===== src/rtl/stsc_pkg.sv =====
// Shared types and constants of the source token scanner.
// No dependencies; used by every scanner module and the port checker.
`default_nettype none

package stsc_pkg;

    // Scanner modes, one-hot
    typedef enum logic [7:0] {
        MODE_IDLE   = 8'b0000_0001,
        MODE_WORD   = 8'b0000_0010,
        MODE_NUMBER = 8'b0000_0100,
        MODE_STRING = 8'b0000_1000,
        MODE_SLASH  = 8'b0001_0000,
        MODE_LINE   = 8'b0010_0000,
        MODE_BLOCK  = 8'b0100_0000,
        MODE_STAR   = 8'b1000_0000
    } t_mode;

    // Event codes of a result
    localparam logic [2:0] EV_WORDCHAR = 3'd0;
    localparam logic [2:0] EV_WORDEND  = 3'd1;
    localparam logic [2:0] EV_NUMBER   = 3'd2;
    localparam logic [2:0] EV_STRING   = 3'd3;
    localparam logic [2:0] EV_COMMENT  = 3'd4;
    localparam logic [2:0] EV_OTHER    = 3'd5;
    localparam logic [2:0] EV_ERROR    = 3'd6;
    localparam logic [2:0] EV_END      = 3'd7;

    // Error codes
    localparam logic [2:0] ERR_NONE       = 3'd0;
    localparam logic [2:0] ERR_OPEN_STR   = 3'd1;
    localparam logic [2:0] ERR_OPEN_BLOCK = 3'd2;
    localparam logic [2:0] ERR_NO_SLASH   = 3'd3;
    localparam logic [2:0] ERR_BAD_SLASH  = 3'd4;

    // Characters of interest
    localparam logic [7:0] CH_SPACE   = 8'h20;
    localparam logic [7:0] CH_TAB     = 8'h09;
    localparam logic [7:0] CH_QUOTE   = 8'h22;
    localparam logic [7:0] CH_SLASH   = 8'h2F;
    localparam logic [7:0] CH_STAR    = 8'h2A;
    localparam logic [7:0] CH_NEWLINE = 8'h0A;

    localparam logic [7:0] MAX_WORD_LEN_RST = 8'd32;

    // Result queue depth: two results per step plus headroom
    localparam int unsigned QUEUE_DEPTH = 4;

    // Input request
    typedef struct packed {
        logic [7:0] ch;
        logic       end_of_input;
    } t_in_req;

    // Output request
    typedef struct packed {
        logic [2:0] event_res;
        logic [7:0] token_char;
        logic [2:0] error_code;
        logic [7:0] word_length;
        logic       last;
    } t_out_req;

    // Scanner state
    typedef struct packed {
        t_mode      mode;
        logic [7:0] len;
        logic [7:0] first_digit;
    } t_scan_state;

    // Results of one step toward the queue
    typedef struct packed {
        logic     v0;
        logic     v1;
        t_out_req r0;
        t_out_req r1;
    } t_step_out;

endpackage

`default_nettype wire


===== src/rtl/stsc_step.sv =====
// Next-state and result logic for one scanned byte.
// Depends on stsc_pkg.
`default_nettype none

module stsc_step (
    input  var stsc_pkg::t_scan_state i_st,
    input  var logic [7:0]            i_max_len,
    input  var stsc_pkg::t_in_req     i_req,
    output stsc_pkg::t_scan_state     o_st,
    output stsc_pkg::t_step_out       o_res
);

    function automatic stsc_pkg::t_out_req mk(logic [2:0] ev, logic [7:0] tc,
                                              logic [2:0] err, logic [7:0] len);
        stsc_pkg::t_out_req r;
        r.event_res   = ev;
        r.token_char  = tc;
        r.error_code  = err;
        r.word_length = len;
        r.last        = 1'b0;
        return r;
    endfunction

    logic [7:0] ch;
    logic       eoi;
    logic       is_alpha;
    logic       is_digit;
    logic [7:0] lim;
    logic       rescan;
    logic       c0_v;
    logic       c1_v;
    stsc_pkg::t_out_req c0;
    stsc_pkg::t_out_req c1;
    stsc_pkg::t_out_req c2;
    stsc_pkg::t_out_req r0;
    stsc_pkg::t_out_req r1;
    logic       v1;

    assign ch       = i_req.ch;
    assign eoi      = i_req.end_of_input;
    assign is_alpha = (ch >= 8'h61 && ch <= 8'h7A) || (ch >= 8'h41 && ch <= 8'h5A);
    assign is_digit = (ch >= 8'h30 && ch <= 8'h39);
    assign lim      = (i_max_len == 8'd0) ? 8'd1 : i_max_len;

    // Mode handling, idle rescan, end of input
    always_comb begin
        o_st   = i_st;
        c0_v   = 1'b0;
        c0     = '0;
        c1_v   = 1'b0;
        c1     = '0;
        rescan = 1'b0;

        unique case (i_st.mode)
            stsc_pkg::MODE_WORD: begin
                if (!eoi && (is_alpha || is_digit) && i_st.len < lim) begin
                    o_st.len = i_st.len + 8'd1;
                    c0_v     = 1'b1;
                    c0       = mk(stsc_pkg::EV_WORDCHAR, ch, stsc_pkg::ERR_NONE, 8'd0);
                end else begin
                    c0_v      = 1'b1;
                    c0        = mk(stsc_pkg::EV_WORDEND, 8'd0, stsc_pkg::ERR_NONE, i_st.len);
                    o_st.mode = stsc_pkg::MODE_IDLE;
                    o_st.len  = 8'd0;
                    rescan    = !eoi;
                end
            end
            stsc_pkg::MODE_NUMBER: begin
                if (eoi || !is_digit) begin
                    c0_v      = 1'b1;
                    c0        = mk(stsc_pkg::EV_NUMBER, i_st.first_digit,
                                   stsc_pkg::ERR_NONE, 8'd0);
                    o_st.mode = stsc_pkg::MODE_IDLE;
                    rescan    = !eoi;
                end
            end
            stsc_pkg::MODE_STRING: begin
                if (eoi || ch == stsc_pkg::CH_NEWLINE) begin
                    c0_v      = 1'b1;
                    c0        = mk(stsc_pkg::EV_ERROR, 8'd0, stsc_pkg::ERR_OPEN_STR, 8'd0);
                    o_st.mode = stsc_pkg::MODE_IDLE;
                end else if (ch == stsc_pkg::CH_QUOTE) begin
                    c0_v      = 1'b1;
                    c0        = mk(stsc_pkg::EV_STRING, 8'd0, stsc_pkg::ERR_NONE, 8'd0);
                    o_st.mode = stsc_pkg::MODE_IDLE;
                end
            end
            stsc_pkg::MODE_SLASH: begin
                if (!eoi && ch == stsc_pkg::CH_SLASH) begin
                    o_st.mode = stsc_pkg::MODE_LINE;
                end else if (!eoi && ch == stsc_pkg::CH_STAR) begin
                    o_st.mode = stsc_pkg::MODE_BLOCK;
                end else begin
                    c0_v      = 1'b1;
                    c0        = mk(stsc_pkg::EV_ERROR, 8'd0, stsc_pkg::ERR_BAD_SLASH, 8'd0);
                    o_st.mode = stsc_pkg::MODE_IDLE;
                end
            end
            stsc_pkg::MODE_LINE: begin
                if (eoi || ch == stsc_pkg::CH_NEWLINE) begin
                    c0_v      = 1'b1;
                    c0        = mk(stsc_pkg::EV_COMMENT, 8'd0, stsc_pkg::ERR_NONE, 8'd0);
                    o_st.mode = stsc_pkg::MODE_IDLE;
                end
            end
            stsc_pkg::MODE_BLOCK: begin
                if (eoi || ch == stsc_pkg::CH_NEWLINE) begin
                    c0_v      = 1'b1;
                    c0        = mk(stsc_pkg::EV_ERROR, 8'd0, stsc_pkg::ERR_OPEN_BLOCK, 8'd0);
                    o_st.mode = stsc_pkg::MODE_IDLE;
                end else if (ch == stsc_pkg::CH_STAR) begin
                    o_st.mode = stsc_pkg::MODE_STAR;
                end
            end
            stsc_pkg::MODE_STAR: begin
                c0_v      = 1'b1;
                o_st.mode = stsc_pkg::MODE_IDLE;
                if (!eoi && ch == stsc_pkg::CH_SLASH) begin
                    c0 = mk(stsc_pkg::EV_COMMENT, 8'd0, stsc_pkg::ERR_NONE, 8'd0);
                end else begin
                    c0 = mk(stsc_pkg::EV_ERROR, 8'd0, stsc_pkg::ERR_NO_SLASH, 8'd0);
                end
            end
            default: begin
                // idle, and any broken code recovers as idle
                o_st.mode = stsc_pkg::MODE_IDLE;
                rescan    = !eoi;
            end
        endcase

        // Start of a new token from the idle scanner
        if (rescan) begin
            priority if (ch == stsc_pkg::CH_SPACE || ch == stsc_pkg::CH_TAB) begin
                o_st.mode = stsc_pkg::MODE_IDLE;
            end else if (is_alpha) begin
                o_st.mode = stsc_pkg::MODE_WORD;
                o_st.len  = 8'd1;
                c1_v      = 1'b1;
                c1        = mk(stsc_pkg::EV_WORDCHAR, ch, stsc_pkg::ERR_NONE, 8'd0);
            end else if (is_digit) begin
                o_st.mode        = stsc_pkg::MODE_NUMBER;
                o_st.first_digit = ch;
            end else if (ch == stsc_pkg::CH_QUOTE) begin
                o_st.mode = stsc_pkg::MODE_STRING;
            end else if (ch == stsc_pkg::CH_SLASH) begin
                o_st.mode = stsc_pkg::MODE_SLASH;
            end else begin
                c1_v = 1'b1;
                c1   = mk(stsc_pkg::EV_OTHER, ch, stsc_pkg::ERR_NONE, 8'd0);
            end
        end

        if (eoi) begin
            o_st.mode = stsc_pkg::MODE_IDLE;
            o_st.len  = 8'd0;
        end
    end

    assign c2 = mk(stsc_pkg::EV_END, 8'd0, stsc_pkg::ERR_NONE, 8'd0);

    // Pack into two slots; rescan and end never occur together
    always_comb begin
        if (c0_v) begin
            r0 = c0;
            r1 = c1_v ? c1 : c2;
            v1 = c1_v || eoi;
        end else begin
            r0 = c1_v ? c1 : c2;
            r1 = '0;
            v1 = 1'b0;
        end
        r0.last = !v1;
        r1.last = 1'b1;
        o_res.v0 = c0_v || c1_v || eoi;
        o_res.v1 = v1;
        o_res.r0 = r0;
        o_res.r1 = r1;
    end

endmodule

`default_nettype wire


===== src/rtl/stsc_outq.sv =====
// Result queue: takes up to two results a cycle, hands out one.
// Depends on stsc_pkg.
`default_nettype none

module stsc_outq #(
    parameter int unsigned Depth = stsc_pkg::QUEUE_DEPTH
) (
    input  var logic                i_clk,
    input  var logic                i_rst_n,
    input  var stsc_pkg::t_step_out i_push,
    input  var logic                i_out_ready,
    output logic                    o_room,
    output logic                    o_out_valid,
    output stsc_pkg::t_out_req      o_out_req
);

    localparam int unsigned PtrW = (Depth > 1) ? $clog2(Depth) : 1;
    localparam int unsigned CntW = $clog2(Depth + 1);

    function automatic logic [PtrW-1:0] nxt(logic [PtrW-1:0] p);
        return (p == PtrW'(Depth - 1)) ? '0 : p + 1'b1;
    endfunction

    stsc_pkg::t_out_req r_mem [Depth];
    logic [PtrW-1:0] r_wr;
    logic [PtrW-1:0] r_rd;
    logic [CntW-1:0] r_cnt;
    logic [PtrW-1:0] wr1;
    logic [CntW-1:0] n_cnt;
    logic            pop;

    assign wr1         = nxt(r_wr);
    assign o_out_valid = (r_cnt != '0);
    assign o_out_req   = r_mem[r_rd];
    assign pop         = o_out_valid && i_out_ready;
    // room for two results, counting the one leaving this cycle
    assign o_room      = (CntW'(Depth) - r_cnt) + CntW'(pop) >= CntW'(2);
    assign n_cnt       = r_cnt + CntW'(i_push.v0) + CntW'(i_push.v1) - CntW'(pop);

    // Payload storage
    always_ff @(posedge i_clk) begin
        if (i_push.v0) begin
            r_mem[r_wr] <= i_push.r0;
        end
        if (i_push.v1) begin
            r_mem[wr1] <= i_push.r1;
        end
    end

    // Pointers and fill count
    always_ff @(posedge i_clk) begin
        if (!i_rst_n) begin
            r_wr  <= '0;
            r_rd  <= '0;
            r_cnt <= '0;
        end else begin
            if (i_push.v1) begin
                r_wr <= nxt(wr1);
            end else if (i_push.v0) begin
                r_wr <= wr1;
            end
            if (pop) begin
                r_rd <= nxt(r_rd);
            end
            r_cnt <= n_cnt;
        end
    end

endmodule

`default_nettype wire


===== src/rtl/source_token_scanner.sv =====
// Source token scanner top level: input register, scan step, result queue.
// An accepted request passes through the input register, then the result queue.
// Throughput: one byte per cycle; a byte waits in the input register only
// while the four-entry result queue lacks room for two more results.
// Reset (synchronous, active low): scanner idle, word length 0, limit 32.
// Depends on stsc_pkg, stsc_step, stsc_outq.
`default_nettype none

module source_token_scanner #(
    parameter int unsigned QueueDepth = stsc_pkg::QUEUE_DEPTH
) (
    input  var logic               i_clk,
    input  var logic               i_rst_n,
    input  var logic               i_in_valid,
    output logic                   o_in_ready,
    input  var stsc_pkg::t_in_req  i_in_req,
    output logic                   o_out_valid,
    input  var logic               i_out_ready,
    output stsc_pkg::t_out_req     o_out_req,
    input  var logic               i_cfg_valid,
    output logic                   o_cfg_ready,
    input  var logic [7:0]         i_cfg_data
);

    logic                  r_in_valid;
    stsc_pkg::t_in_req     r_in;
    stsc_pkg::t_scan_state r_st;
    stsc_pkg::t_scan_state n_st;
    logic [7:0]            r_max_len;
    stsc_pkg::t_step_out   step_res;
    stsc_pkg::t_step_out   push;
    logic                  room;
    logic                  step_fire;

    assign step_fire   = r_in_valid && room;
    assign o_in_ready  = !r_in_valid || step_fire;
    assign o_cfg_ready = 1'b1;

    // Input register
    always_ff @(posedge i_clk) begin
        if (!i_rst_n) begin
            r_in_valid <= 1'b0;
        end else if (o_in_ready) begin
            r_in_valid <= i_in_valid;
        end
    end

    always_ff @(posedge i_clk) begin
        if (i_in_valid && o_in_ready) begin
            r_in <= i_in_req;
        end
    end

    // Scanner state and word length limit
    always_ff @(posedge i_clk) begin
        if (!i_rst_n) begin
            r_st.mode        <= stsc_pkg::MODE_IDLE;
            r_st.len         <= 8'd0;
            r_st.first_digit <= 8'd0;
            r_max_len        <= stsc_pkg::MAX_WORD_LEN_RST;
        end else begin
            if (step_fire) begin
                r_st <= n_st;
            end
            if (i_cfg_valid && o_cfg_ready) begin
                r_max_len <= i_cfg_data;
            end
        end
    end

    stsc_step u_step (
        .i_st      (r_st),
        .i_max_len (r_max_len),
        .i_req     (r_in),
        .o_st      (n_st),
        .o_res     (step_res)
    );

    always_comb begin
        push    = step_res;
        push.v0 = step_res.v0 && step_fire;
        push.v1 = step_res.v1 && step_fire;
    end

    stsc_outq #(
        .Depth (QueueDepth)
    ) u_outq (
        .i_clk       (i_clk),
        .i_rst_n     (i_rst_n),
        .i_push      (push),
        .i_out_ready (i_out_ready),
        .o_room      (room),
        .o_out_valid (o_out_valid),
        .o_out_req   (o_out_req)
    );

endmodule

`default_nettype wire


===== config.mk =====
export PLATFORM = sky130hd
export DESIGN_NAME = source_token_scanner
export DESIGN_NICKNAME = d
export VERILOG_FILES = /design/src/rtl/stsc_pkg.sv /design/src/rtl/stsc_step.sv /design/src/rtl/stsc_outq.sv /design/src/rtl/source_token_scanner.sv
export SDC_FILE = /design/constraint.sdc
export NUM_CORES = 1
export LEC_CHECK = 0
export ABC_AREA = 1
export BUFFER_PORTS_ARGS = -buffer_cell sky130_fd_sc_hd__buf_2
export CAP_MARGIN = 20
export CORE_MARGIN = 2
export CORE_UTILIZATION = 60
export CTS_CLUSTER_DIAMETER = 40
export DETAILED_ROUTE_END_ITERATION = 7
export GPL_ROUTABILITY_DRIVEN = 0
export PLACE_DENSITY = 0.79
export SLEW_MARGIN = 10
export SYNTH_ARGS = -nofsm -noshare
export SYNTH_HDL_FRONTEND = slang
export SYNTH_HIERARCHICAL = 1
export SYNTH_SLANG_ARGS = --single-unit

===== constraint.sdc =====
create_clock -name i_clk -period 7.18 [get_ports i_clk]
set_input_delay 0.718 -clock i_clk [delete_from_list [all_inputs] [get_ports i_clk]]
set_output_delay 0.718 -clock i_clk [all_outputs]
set_load 0.005 [all_outputs]

== Word level (Yosys, flattened, before mapping) ==
Memory sizes are Yosys's and may differ from the RTL's. A register that Yosys moved wholly into a read port is not among the register bits.
Cells that the tools add are included.
Operators by class
  add/sub/neg operators: 9
  multiply operators: 0
  div/mod/pow operators: 0
  magnitude comparators: 8
  eq/ne operators: 16
  shift-type cells: 0
  muxes and demuxes: 71
  bitwise logic cells: 2
  reductions and logical operators: 32
Operator list (number)
  23-bit 2-to-1 mux: 14
  23-bit case mux with 7 select lines: 1
  8-bit 2-to-1 mux: 19
  22-bit 2-to-1 mux: 3
  8-bit case mux with 6 select lines: 1
  8-bit by 6-bit == test with 1-bit output (second input constant): 5
  16-bit 2-to-1 mux: 2
  8-bit by 4-bit == test with 1-bit output (second input constant): 3
  24-bit 2-to-1 mux: 1
  21-bit 2-to-1 mux: 1
  1-bit 2-to-1 mux: 19
  8-bit by 7-bit >= comparator with 1-bit output (second input constant): 2
  8-bit by 7-bit <= comparator with 1-bit output (second input constant): 2
  2-bit 2-to-1 mux: 7
  1-bit logical AND: 12
  3-bit by 1-bit adder with 3-bit output: 3
  1-bit logical OR: 9
  8-bit by 1-bit adder with 8-bit output (second input constant): 1
  8-bit by 2-bit == test with 1-bit output (second input constant): 1
  8-bit by 3-bit == test with 1-bit output (second input constant): 1
  8-bit by 5-bit == test with 1-bit output (second input constant): 1
  8-bit by 7-bit == test with 1-bit output (second input constant): 1
  8-bit == test (second input constant): 1
  8-bit by 6-bit >= comparator with 1-bit output (second input constant): 1
  18 further kinds: 27
Storage, ports and cells
  register bits after elaboration: 49
  latch bits: 0
  bits in writable memories: 92
  ROM bits: 0
  input bits: 22
  output and inout port bits: 26
  word-level logic and storage cells: 149
  memories: 1
Memories
  u_outq.r_mem: words 4, width 23, read ports 1, clocked after Yosys merged registers in 1, wr ports 2, RTL line stsc_outq.sv:24  | stsc_pkg::t_out_req r_mem [Depth];

== Depth between registers and ports, before layout ==
Gate-level depths: netlist of the first run.
  depth in word-level cells: 15
  depth in mapped cells: 24

== Hierarchy ==
Netlist of the first run, hierarchy kept.
By module, submodules not included
  stsc_outq: instances 1, cells an instance 530, area an instance 5182.5 um^2, seq. area each 2942.8 um^2
  stsc_step: instances 1, cells an instance 328, area an instance 1769.2 um^2, seq. area each 0.0 um^2
  source_token_scanner: instances 1, cells an instance 205, area an instance 1585.3 um^2, seq. area each 930.9 um^2

== Least setup slack after synthesis of the first run ==
No wires, ideal clock.
  path kind: input to register
  start point: input i_out_ready
  end point: memory u_outq/r_mem[3][0] (netlist bit) (enable)
  library setup time: 0.435 ns
  arrival: 3.692 ns
  data required time: 6.745 ns
  path slack: 3.053 ns
  stages: 10
  buffers on the path: 2
  cell sequence: nand2_1 -> nand2_1 -> ha_1 -> o21ai_0 -> nand2_1 -> buf_6 -> buf_6 -> nor2_1 -> inv_1 -> o21ai_0
RTL lines
  start, declared: RTL line source_token_scanner.sv:18  | input var logic i_out_ready,
  end, declared: RTL line stsc_outq.sv:24

==> results.toml, run 1 <==
[timing]
final_max_slew_viol_count = 0
setup_viol = 0
slew_headroom_pct = 25.24
hold_viol_final = 0
finClkSkew_ns = 0.01255
worst_hold_slack_ns = 0.4682
fmax_ghz = 0.2059
rsz0062_at_grt = "false"
fin_crit_sh_pct = 67.65
fin_setup_tns_ns = 0
fin_ws_ns = 2.323
tightest_slew_ns = 1.119
fin_crit_ns = 4.857

[routing]
route.detailed.drc = 0
dr.pass1.iters = 5
via_per_inst = 5.427
vias = 6908
post_drt_wl_per_cell_um = 14.39
ant_nets = 0
wl_um = 18320
drt_iter0_drc = 608

[power_and_ir_drop]
total_power_mw = 2.916
max-vdd-ir-drop_mv = 0.1913
leakagePower_nw = 3.949
powerDensity_nw_per_um2 = 319.5

[floorplan]
die_y_um = 123.3
core_um2 = 13880
initial_core_util_pct = 61.50
die_x_um = 123.3
io_pins = 48
rows = 43
dieArea_um2 = 15200

[cells_and_area]
drive_gt1_share_pct = 13.36
insertedDiodeCount = 0
stdcell_area_um2 = 9126
seq_area_um2 = 3874
post-route-util_pct = 65.75
final_nets = 1120
area_growth_pct = 6.903
finalNonFillerCells = 1273
multi_input_area_um2 = 3727
fillCellCount = 1164

[place]
dpl_cell_area_um2 = 8566
placed_cells = 1240
dp_hpwl_um = 12580
dp_slack_ns = 2.341
portBuffers = 46

[synthesis]
synth_cell_types = 45
ys_warn_count = 6
netlist.area_leader.share_pct = 35.53
yosysTopAreaCell = "edfxtp_1"
synth_common_cells = "nand2_1, nor2_1, inv_1, o21ai_0, edfxtp_1"
syn_avg_cell_area_um2 = 8.031
postSynth.asyncResetShare_pct = 0
ys_seq_area_share_pct = 45.38
synth-main-ff-cell = "edfxtp_1"
netlist_area_um2 = 8537
yosysMostFrequentCell = "nand2_1"
ys_ff_latch = 143
synthTopCellsByArea = "edfxtp_1, nand2_1, dfxtp_1"
postSynthCellCount = 1063
synth_edf_count = 101

[clocking]
cts-buffers-inserted = 17
postCtsSetupBuffers = 0
cts_sinks = 143
cts_tree = "built"
clock_latency_ns = 0.43
cts-hold-fix-buffers = 0
h-tree-depth = 4
cts-root-buf = "clkbuf_16"
cts_resized = 0
clkSlewWorstSetupHoldPaths_ns = 0.05
cts_buffer_depth = 2

[worst_setup_path]
crit_fanout = 47
slowest_stage = "nand2_1"
start_kind = "register"
max_stage_delay_ns = 1.02
worstPathArrival_ns = 4.89
cpMostUsedCell = "nand2_1"
path_cells = "inv_1 -> nand2_1 -> nor2_1 -> o21ai_1 -> nand2_1 -> a21oi_1 -> nand2_1 -> nand2_1 -> nand2_4 -> nand3_1 -> a21oi_1 -> inv_1 -> nor2_1 -> nand2_4 -> nand2_1"
end_kind = "register"
cp.required_ns = 7.22
ff2ff_setup_slack_ns = 2.32
reg2reg_depth = 15
path_class = "register to register"
reg2reg_from = "r_in[1]"
r2r-end = "u_outq/r_mem[1][20]"

[global_route]
grt_max_degree = 49
grt_pass1_vias = 6177
grt_usage_pct = 25.55
grt-ovfl-total = 0
antenna_found_initial = 0
grt_pass1_wl_um = 29600

[worst_hold_path]
min_to = "r_in[5]"
holdPathStages = 1
min_from = "i_in_req[5]"
hp-class = "input pin to register"

[outcome]
status = "finished, final reports clean"

[job]
max_cap_viol_count = 0
-- sequential cells by signal, indices dropped and copies added (netlist names), named ones only --
signal	flops
r_in	9
r_in_valid	1
r_max_len	8
r_st	24
u_outq/r_cnt	3
u_outq/r_mem	92
u_outq/r_rd	2
u_outq/r_wr	2
-- report_power, final --
part           internal [mW]  switching [mW]  leakage [nW]  total, mW
Sequential              1.03           0.101          1.32       1.13
Combinational          0.344           0.628          2.36      0.972
Clock                  0.483           0.330         0.264      0.813
Total                   1.86            1.06          3.95       2.92
-- how the worst max path moves through the flow --
stage,start,slack (ns),depth (start not counted),end
after floorplan,i_out_ready,3.05,10,u_outq/r_mem[3][0]
after global placement,r_in[1],2.57,15,u_outq/r_mem[0][18]
after detailed placement,r_in[1],2.34,15,u_outq/r_mem[1][18]
after CTS,r_in[1],2.31,15,u_outq/r_mem[1][14]
after global routing,r_in[1],1.97,15,u_outq/r_mem[0][14]
final,r_in[1],2.32,15,u_outq/r_mem[1][20]
-- critical path: cells and delay by family (launching register included) --
family,cells,cell delay [ns]
AO/OA/AOI/OAI,3,0.34
buffers and inverters,2,0.28
flip-flops,1,0.41
AND/OR/NAND/NOR,10,3.42
-- placed cells by master (no fill, tap or decap), types with 4 or more instances in the layout --
cell type	n
nand2_1	236
nor2_1	163
inv_1	118
o21ai_0	111
edfxtp_1	101
buf_2	46
dfxtp_1	42
o21ai_1	36
o21ai_2	26
o22ai_1	25
nand3_1	24
clkbuf_16	17
nand4_1	17
ha_1	16
conb_1	13
a21oi_1	12
nor3_1	10
nand2_4	6
inv_2	6
nand2_2	6
xor2_1	6
nor3b_2	6
clkinv_2	5
clkbuf_1	4
-- per-layer routing --
metal	vias up	GRT usage [%]	part of all wire, %
li1	3510	-	-
met1	3123	33.71	44
met2	244	42.62	48
met3	31	4.151	6.5
met4	0	9.304	2.0
met5	-	0	0
-- layout make-up --
| type | count | share of cell area, % |
|---|---|---|
| tap | 180 | 2.468 |
| multi-input combinational | 740 | 40.84 |
| inverter | 128 | 5.333 |
| sequential | 143 | 42.45 |
| clock inverter | 10 | 1.001 |
| clock buffer | 22 | 4.977 |
| timing repair buffer | 50 | 2.934 |
-- cell families after synthesis --
kind of cell / Yosys count / share of synthesized area (%)
other: 3 / 0.1319
XOR/XNOR: 7 / 0.7182
AO/OA/AOI/OAI: 215 / 14.23
flip-flops: 143 / 45.38
buffers and inverters: 190 / 11.45
adder cells (fa/ha/maj): 18 / 2.814
AND/OR/NAND/NOR: 487 / 25.28
Power figures use the tool's default switching activity.
==> run 2, diff against run 1 <==
clock period = 4.9 ns   (was 7.18 ns; I/O delays follow)
==> run 2 against run 1 <==
Against the previous run:
- power is 49% higher
- core utilization is 0.24 points higher
- sequential share of layout area is 0.16 points lower
- hold slack worse by 0.22 ns
- highest routed layer unchanged
- largest power group unchanged
- register-to-register slack worse by 1.4 ns
- design area is 0.37% higher
- largest cell class unchanged
- first-iteration DRC count is 0.33% higher
==> results.toml, run 2 (synthesis gave the netlist of run 1 again) <==
[worst_hold_path]
hp-class = "input pin to register"

[clocking]
cts-buffers-inserted = 17
h-tree-depth = 4
cts_buffer_depth = 2
cts-hold-fix-buffers = 0
cts_sinks = 143
clkSlewWorstSetupHoldPaths_ns = 0.06
cts_resized = 0
cts_tree = "built"
cts-root-buf = "clkbuf_16"
postCtsSetupBuffers = 0
clock_latency_ns = 0.42

[worst_setup_path]
cp_num_buf_inv = 5
worstPathArrival_ns = 4.34
cp.required_ns = 5.26
path_cells = "nor2_2 -> nand3_2 -> inv_1 -> nand4_1 -> nor2_1 -> nor2_1 -> nand2_1 -> nor3_4 -> buf_4 -> nand3_1 -> inv_1 -> nor2_1 -> inv_1 -> ha_1 -> inv_1 -> fa_1 -> fa_1 -> nand2_1 -> nand2_1 -> nor2_1"
path_class = "register to register"
slowest_stage = "edfxtp_1"
crit_family = "simple AND/OR/NAND/NOR gates"
start_kind = "register"
end_kind = "register"
max_stage_delay_ns = 0.43
crit_fanout = 20

[power_and_ir_drop]
powerDensity_nw_per_um2 = 473.3
leakagePower_nw = 3.975
total_power_mw = 4.336
max-vdd-ir-drop_mv = 0.2052

[place]
dp_slack_ns = 1.071
placed_cells = 1245
dp_hpwl_um = 12130
portBuffers = 46

[cells_and_area]
area_growth_pct = 7.299
final_nets = 1124
finalNonFillerCells = 1277
largest_reg_flops = 92
largestRegisters = "u_outq/r_mem (92), r_st (24), r_in (9)"
final_common_cell = "nand2_1"
post-route-util_pct = 65.99
fillCellCount = 1163
drive_gt1_share_pct = 13.31
top_register = "u_outq/r_mem"
mostFrequentLayoutCells = "nand2_1, nor2_1, inv_1, o21ai_0, edfxtp_1"
insertedDiodeCount = 0

[timing]
fin_setup_tns_ns = 0
rsz0062_at_grt = "false"
hold_viol_final = 0
setup_viol = 0
fin_crit_ns = 3.983
finClkSkew_ns = 0.007256
fin_ws_ns = 0.9168
fmax_ghz = 0.2511
fin_crit_sh_pct = 81.29
final_max_slew_viol_count = 0
tightest_slew_ns = 0.9687
slew_headroom_pct = 35.42

[global_route]
grt_max_degree = 48
antenna_found_initial = 0
grt_pass1_vias = 6272
grt-ovfl-total = 0
grt_pass1_wl_um = 30260
grt_usage_pct = 25.79

[floorplan]
io_pins = 48
die_y_um = 123.3
initial_core_util_pct = 61.50
dieArea_um2 = 15200
die_x_um = 123.3
core_um2 = 13880
rows = 43

[routing]
dr.pass1.iters = 5
ant_nets = 0
vias = 6966
wl_um = 18790
via_per_inst = 5.455
post_drt_wl_per_cell_um = 14.71
drt_iter0_drc = 610
route.detailed.drc = 0

[outcome]
status = "finished, final reports clean"

[job]
max_cap_viol_count = 0
## run 2: cell types whose count changed in the layout (fill, tap and decap cells not counted)
cell / delta
buf_8: -1
clkinvlp_4: -2
clkbuf_1: +3
buf_4: +5
inv_6: +1
bufinv_16: +1
clkinv_2: -2
clkinv_4: -2
clkinv_1: +1
## run 2: area by class of cell
type | instances | area [um^2] | area share [%]
tap | 180 | 225.2 | 2.459
timing repair buffer | 54 | 290.3 | 3.169
sequential | 143 | 3874 | 42.29
inverter | 128 | 486.7 | 5.313
clock inverter | 7 | 91.34 | 0.9971
multi-input combinational | 740 | 3727 | 40.69
clock buffer | 25 | 465.4 | 5.081
## run 2: path summary, 6_finish.rpt
path                            slack (ns)          from              end  depth (start not counted)
worst min register to register        0.49  r_max_len[5]     r_max_len[5]                          2
worst min-delay path                  0.24   i_in_req[6]          r_in[6]                          1
worst max register to register        0.92       r_in[7]  u_outq/r_cnt[2]                         20
worst max-delay path                  0.92       r_in[7]  u_outq/r_cnt[2]                         20
## run 2: layer usage
metal,part of all wire [%],wire length (um),vias up,track usage [%]
met2,47,8881,247,41.45
li1,-,-,3513,-
met1,44,8327,3172,34.14
met3,6.5,1227,34,5.766
met5,0,0,-,0
met4,1.9,348,0,9.872
## run 2: stage by stage
stage | hold WS (ns) | instance area [um^2]
after floorplan | 0.4513 | 8574
final | 0.2445 | 9160
after global placement | 0.4685 | 8603
after CTS | 0.2304 | 9160
after detailed placement | 0.4730 | 8603
after global routing | 0.2220 | 9160
## run 2: power by group
group,total [mW],switching [mW],leakage (nW),internal (mW)
Sequential,1.66,0.150,1.32,1.51
Clock,1.24,0.475,0.271,0.762
Combinational,1.44,0.929,2.38,0.514
Total,4.34,1.55,3.97,2.78
==> run 3, diff against run 2 <==
ABC_AREA = 0   (was 1)
clock period = 4 ns   (was 4.9 ns; I/O delays follow)
==> run 3 against run 2 <==
Against the previous run:
- register-to-register slack lost 0.83 ns
- sequential power grew 7%
- critical path depth shrank 5
- flip-flop and latch count is the same
- design area grew 4.0%
- non-clock buffer count grew 21
- power grew 2.3%
- highest routed layer unchanged
- maximum frequency grew 1.7%
- worst setup slack lost 0.83 ns
- synthesized cell count shrank 37%
- combinational power shrank 30%
- first-iteration DRC count shrank 1.8%
==> results.toml, run 3 <==
[synthesis]
synthTopCellsByArea = "edfxtp_1, mux2_4, dfxtp_1"
synth_cell_types = 75
yosysMostFrequentCell = "edfxtp_1"
synth-main-ff-cell = "edfxtp_1"
postSynth.asyncResetShare_pct = 0
netlist.area_leader.share_pct = 35.39
syn_avg_cell_area_um2 = 12.81
ys_warn_count = 6
postSynthCellCount = 669
ys_seq_area_share_pct = 45.20
synth_edf_count = 101
synth_common_cells = "edfxtp_1, mux2_4, nand2_1, dfxtp_1, nand4_1"
yosysTopAreaCell = "edfxtp_1"
netlist_area_um2 = 8569
ys_ff_latch = 143

[worst_setup_path]
slowest_stage = "edfxtp_1"
reg2reg_depth = 15
start_kind = "register"
end_kind = "register"
path_class = "register to register"
path_depth = 15
worstPathArrival_ns = 4.23
cp.required_ns = 4.31
path_cells = "nor4b_4 -> nand4b_1 -> o21ai_1 -> a211oi_2 -> and3_2 -> nand3_1 -> and3_2 -> inv_1 -> ha_1 -> inv_1 -> fa_1 -> fa_1 -> xnor2_1 -> xnor2_1 -> and2_1"
crit_family = "simple AND/OR/NAND/NOR gates"
cp_num_buf_inv = 2
max_stage_delay_ns = 0.50
crit_fanout = 7

[global_route]
grt_usage_pct = 25.09
grt_max_degree = 66
grt_pass1_wl_um = 28850
antenna_found_initial = 0
grt-ovfl-total = 0
grt_pass1_vias = 5625

[floorplan]
dieArea_um2 = 15250
io_pins = 48
initial_core_util_pct = 61.50
core_um2 = 13930
die_y_um = 123.5
die_x_um = 123.5
rows = 43

[timing]
tightest_slew_ns = 0.7131
finClkSkew_ns = 0.008210
fin_crit_sh_pct = 97.89
hold_viol_final = 0
setup_viol = 0
slew_headroom_pct = 51.96
fmax_ghz = 0.2554
final_max_slew_viol_count = 0
fin_crit_ns = 3.916
fin_setup_tns_ns = 0

[place]
portBuffers = 46
dp_hpwl_um = 12120

[routing]
dr.pass1.iters = 5
drt_iter0_drc = 599
post_drt_wl_per_cell_um = 20.10
vias = 5638
ant_nets = 0
via_per_inst = 6.168
wl_um = 18370
route.detailed.drc = 0

[clocking]
clock_latency_ns = 0.42
cts-root-buf = "clkbuf_16"
cts-hold-fix-buffers = 0
cts_buffer_depth = 2
cts_tree = "built"
cts_sinks = 143
h-tree-depth = 4
clkSlewWorstSetupHoldPaths_ns = 0.06
cts-buffers-inserted = 17

[cells_and_area]
final_common_cell = "edfxtp_1"
final_nets = 761
drive_gt1_share_pct = 35.15
area_growth_pct = 11.13
fillCellCount = 956
seq_area_um2 = 3874
top_register = "u_outq/r_mem"
largestRegisters = "u_outq/r_mem (92), r_st (24), r_in (9)"
multi_input_area_um2 = 4262
post-route-util_pct = 68.34
largest_reg_flops = 92
insertedDiodeCount = 0
mostFrequentLayoutCells = "edfxtp_1, mux2_4, nand2_1, buf_2, dfxtp_1"

[worst_hold_path]
hp-class = "input pin to register"
holdPathStages = 1

[outcome]
status = "finished, final reports clean"

[power_and_ir_drop]
leakagePower_nw = 3.779
powerDensity_nw_per_um2 = 465.8
max-vdd-ir-drop_mv = 0.3321

[job]
max_cap_viol_count = 0
## run 3: cell types whose count changed after synthesis, moves of 23 or more
cell	delta
inv_1	-97
mux2_4	+76
nand2_1	-187
nor2_1	-141
o21ai_0	-94
o21ai_1	-26
o22ai_1	-23
## run 3: final cells by class
cell class	instances	share of cell area, %
Inverter	21	0.8277
Timing Repair Buffer	75	4.914
Clock inverter	15	1.997
Multi-Input combinational cell	463	44.75
Clock buffer	17	4.467
Tap cell	180	2.365
Sequential cell	143	40.68
## run 3: power by group
| part | internal (mW) | total (mW) | switching (mW) |
|---|---|---|---|
| clock network | 1.04 | 1.65 | 0.608 |
| registers | 1.70 | 1.78 | 0.0727 |
| logic | 0.457 | 1.01 | 0.556 |
## run 3: final timing paths
path	to	slack, ns	start
min	r_in[4]	0.16	i_in_req[4]
max	u_outq/r_cnt[2]	0.08	r_in[7]
min reg2reg	r_st[3]	0.49	r_st[3]
max reg2reg	u_outq/r_cnt[2]	0.08	r_in[7]
## run 3: stage by stage
step / power (mW) / cells / setup WS, ns / area (um^2) / hold WS (ns)
4_1_cts: 4.432 / 904 / 0.008085 / 9410 / 0.1385
2_1_floorplan: 2.560 / 679 / 0.2896 / 8607 / 0.4361
3_5_place_dp: 2.784 / 872 / -0.003651 / 8795 / 0.4721
3_3_place_gp: 2.745 / 871 / 0.1986 / 8780 / 0.4617
6_report: 4.435 / 914 / 0.08440 / 9523 / 0.1564
5_1_grt: 4.612 / 914 / -0.02917 / 9523 / 0.1432
## run 3: cell families (layout without fill, tap and decap cells)
| family | count (synthesis) | after routing | share of synthesized area, % |
|---|---|---|---|
| simple gates | 197 | 197 | 13.46 |
| flops | 143 | 143 | 45.20 |
| mux | 128 | 128 | 23.19 |
| compound gates | 94 | 94 | 8.089 |
| buf+inv | 73 | 128 | 5.797 |
| fa+ha+maj | 18 | 18 | 2.803 |
| xor+xnor | 13 | 13 | 1.329 |
| other cells | 3 | 13 | 0.1314 |
## run 3: timing repair
| action | 4_1_cts | 5_1_grt |
|---|---|---|
| endpoints found under the setup margin | 0 | 2 |
| gates resized for setup | 0 | 6 |
| setup buffers | 0 | 9 |
## run 3: per-layer routing
metal,wire length (um),GRT usage (%),up-vias
met2,9082,41.41,206
li1,-,-,2611
met4,298,8.239,0
met5,0,0,-
met3,1185,5.996,29
met1,7807,32.67,2792
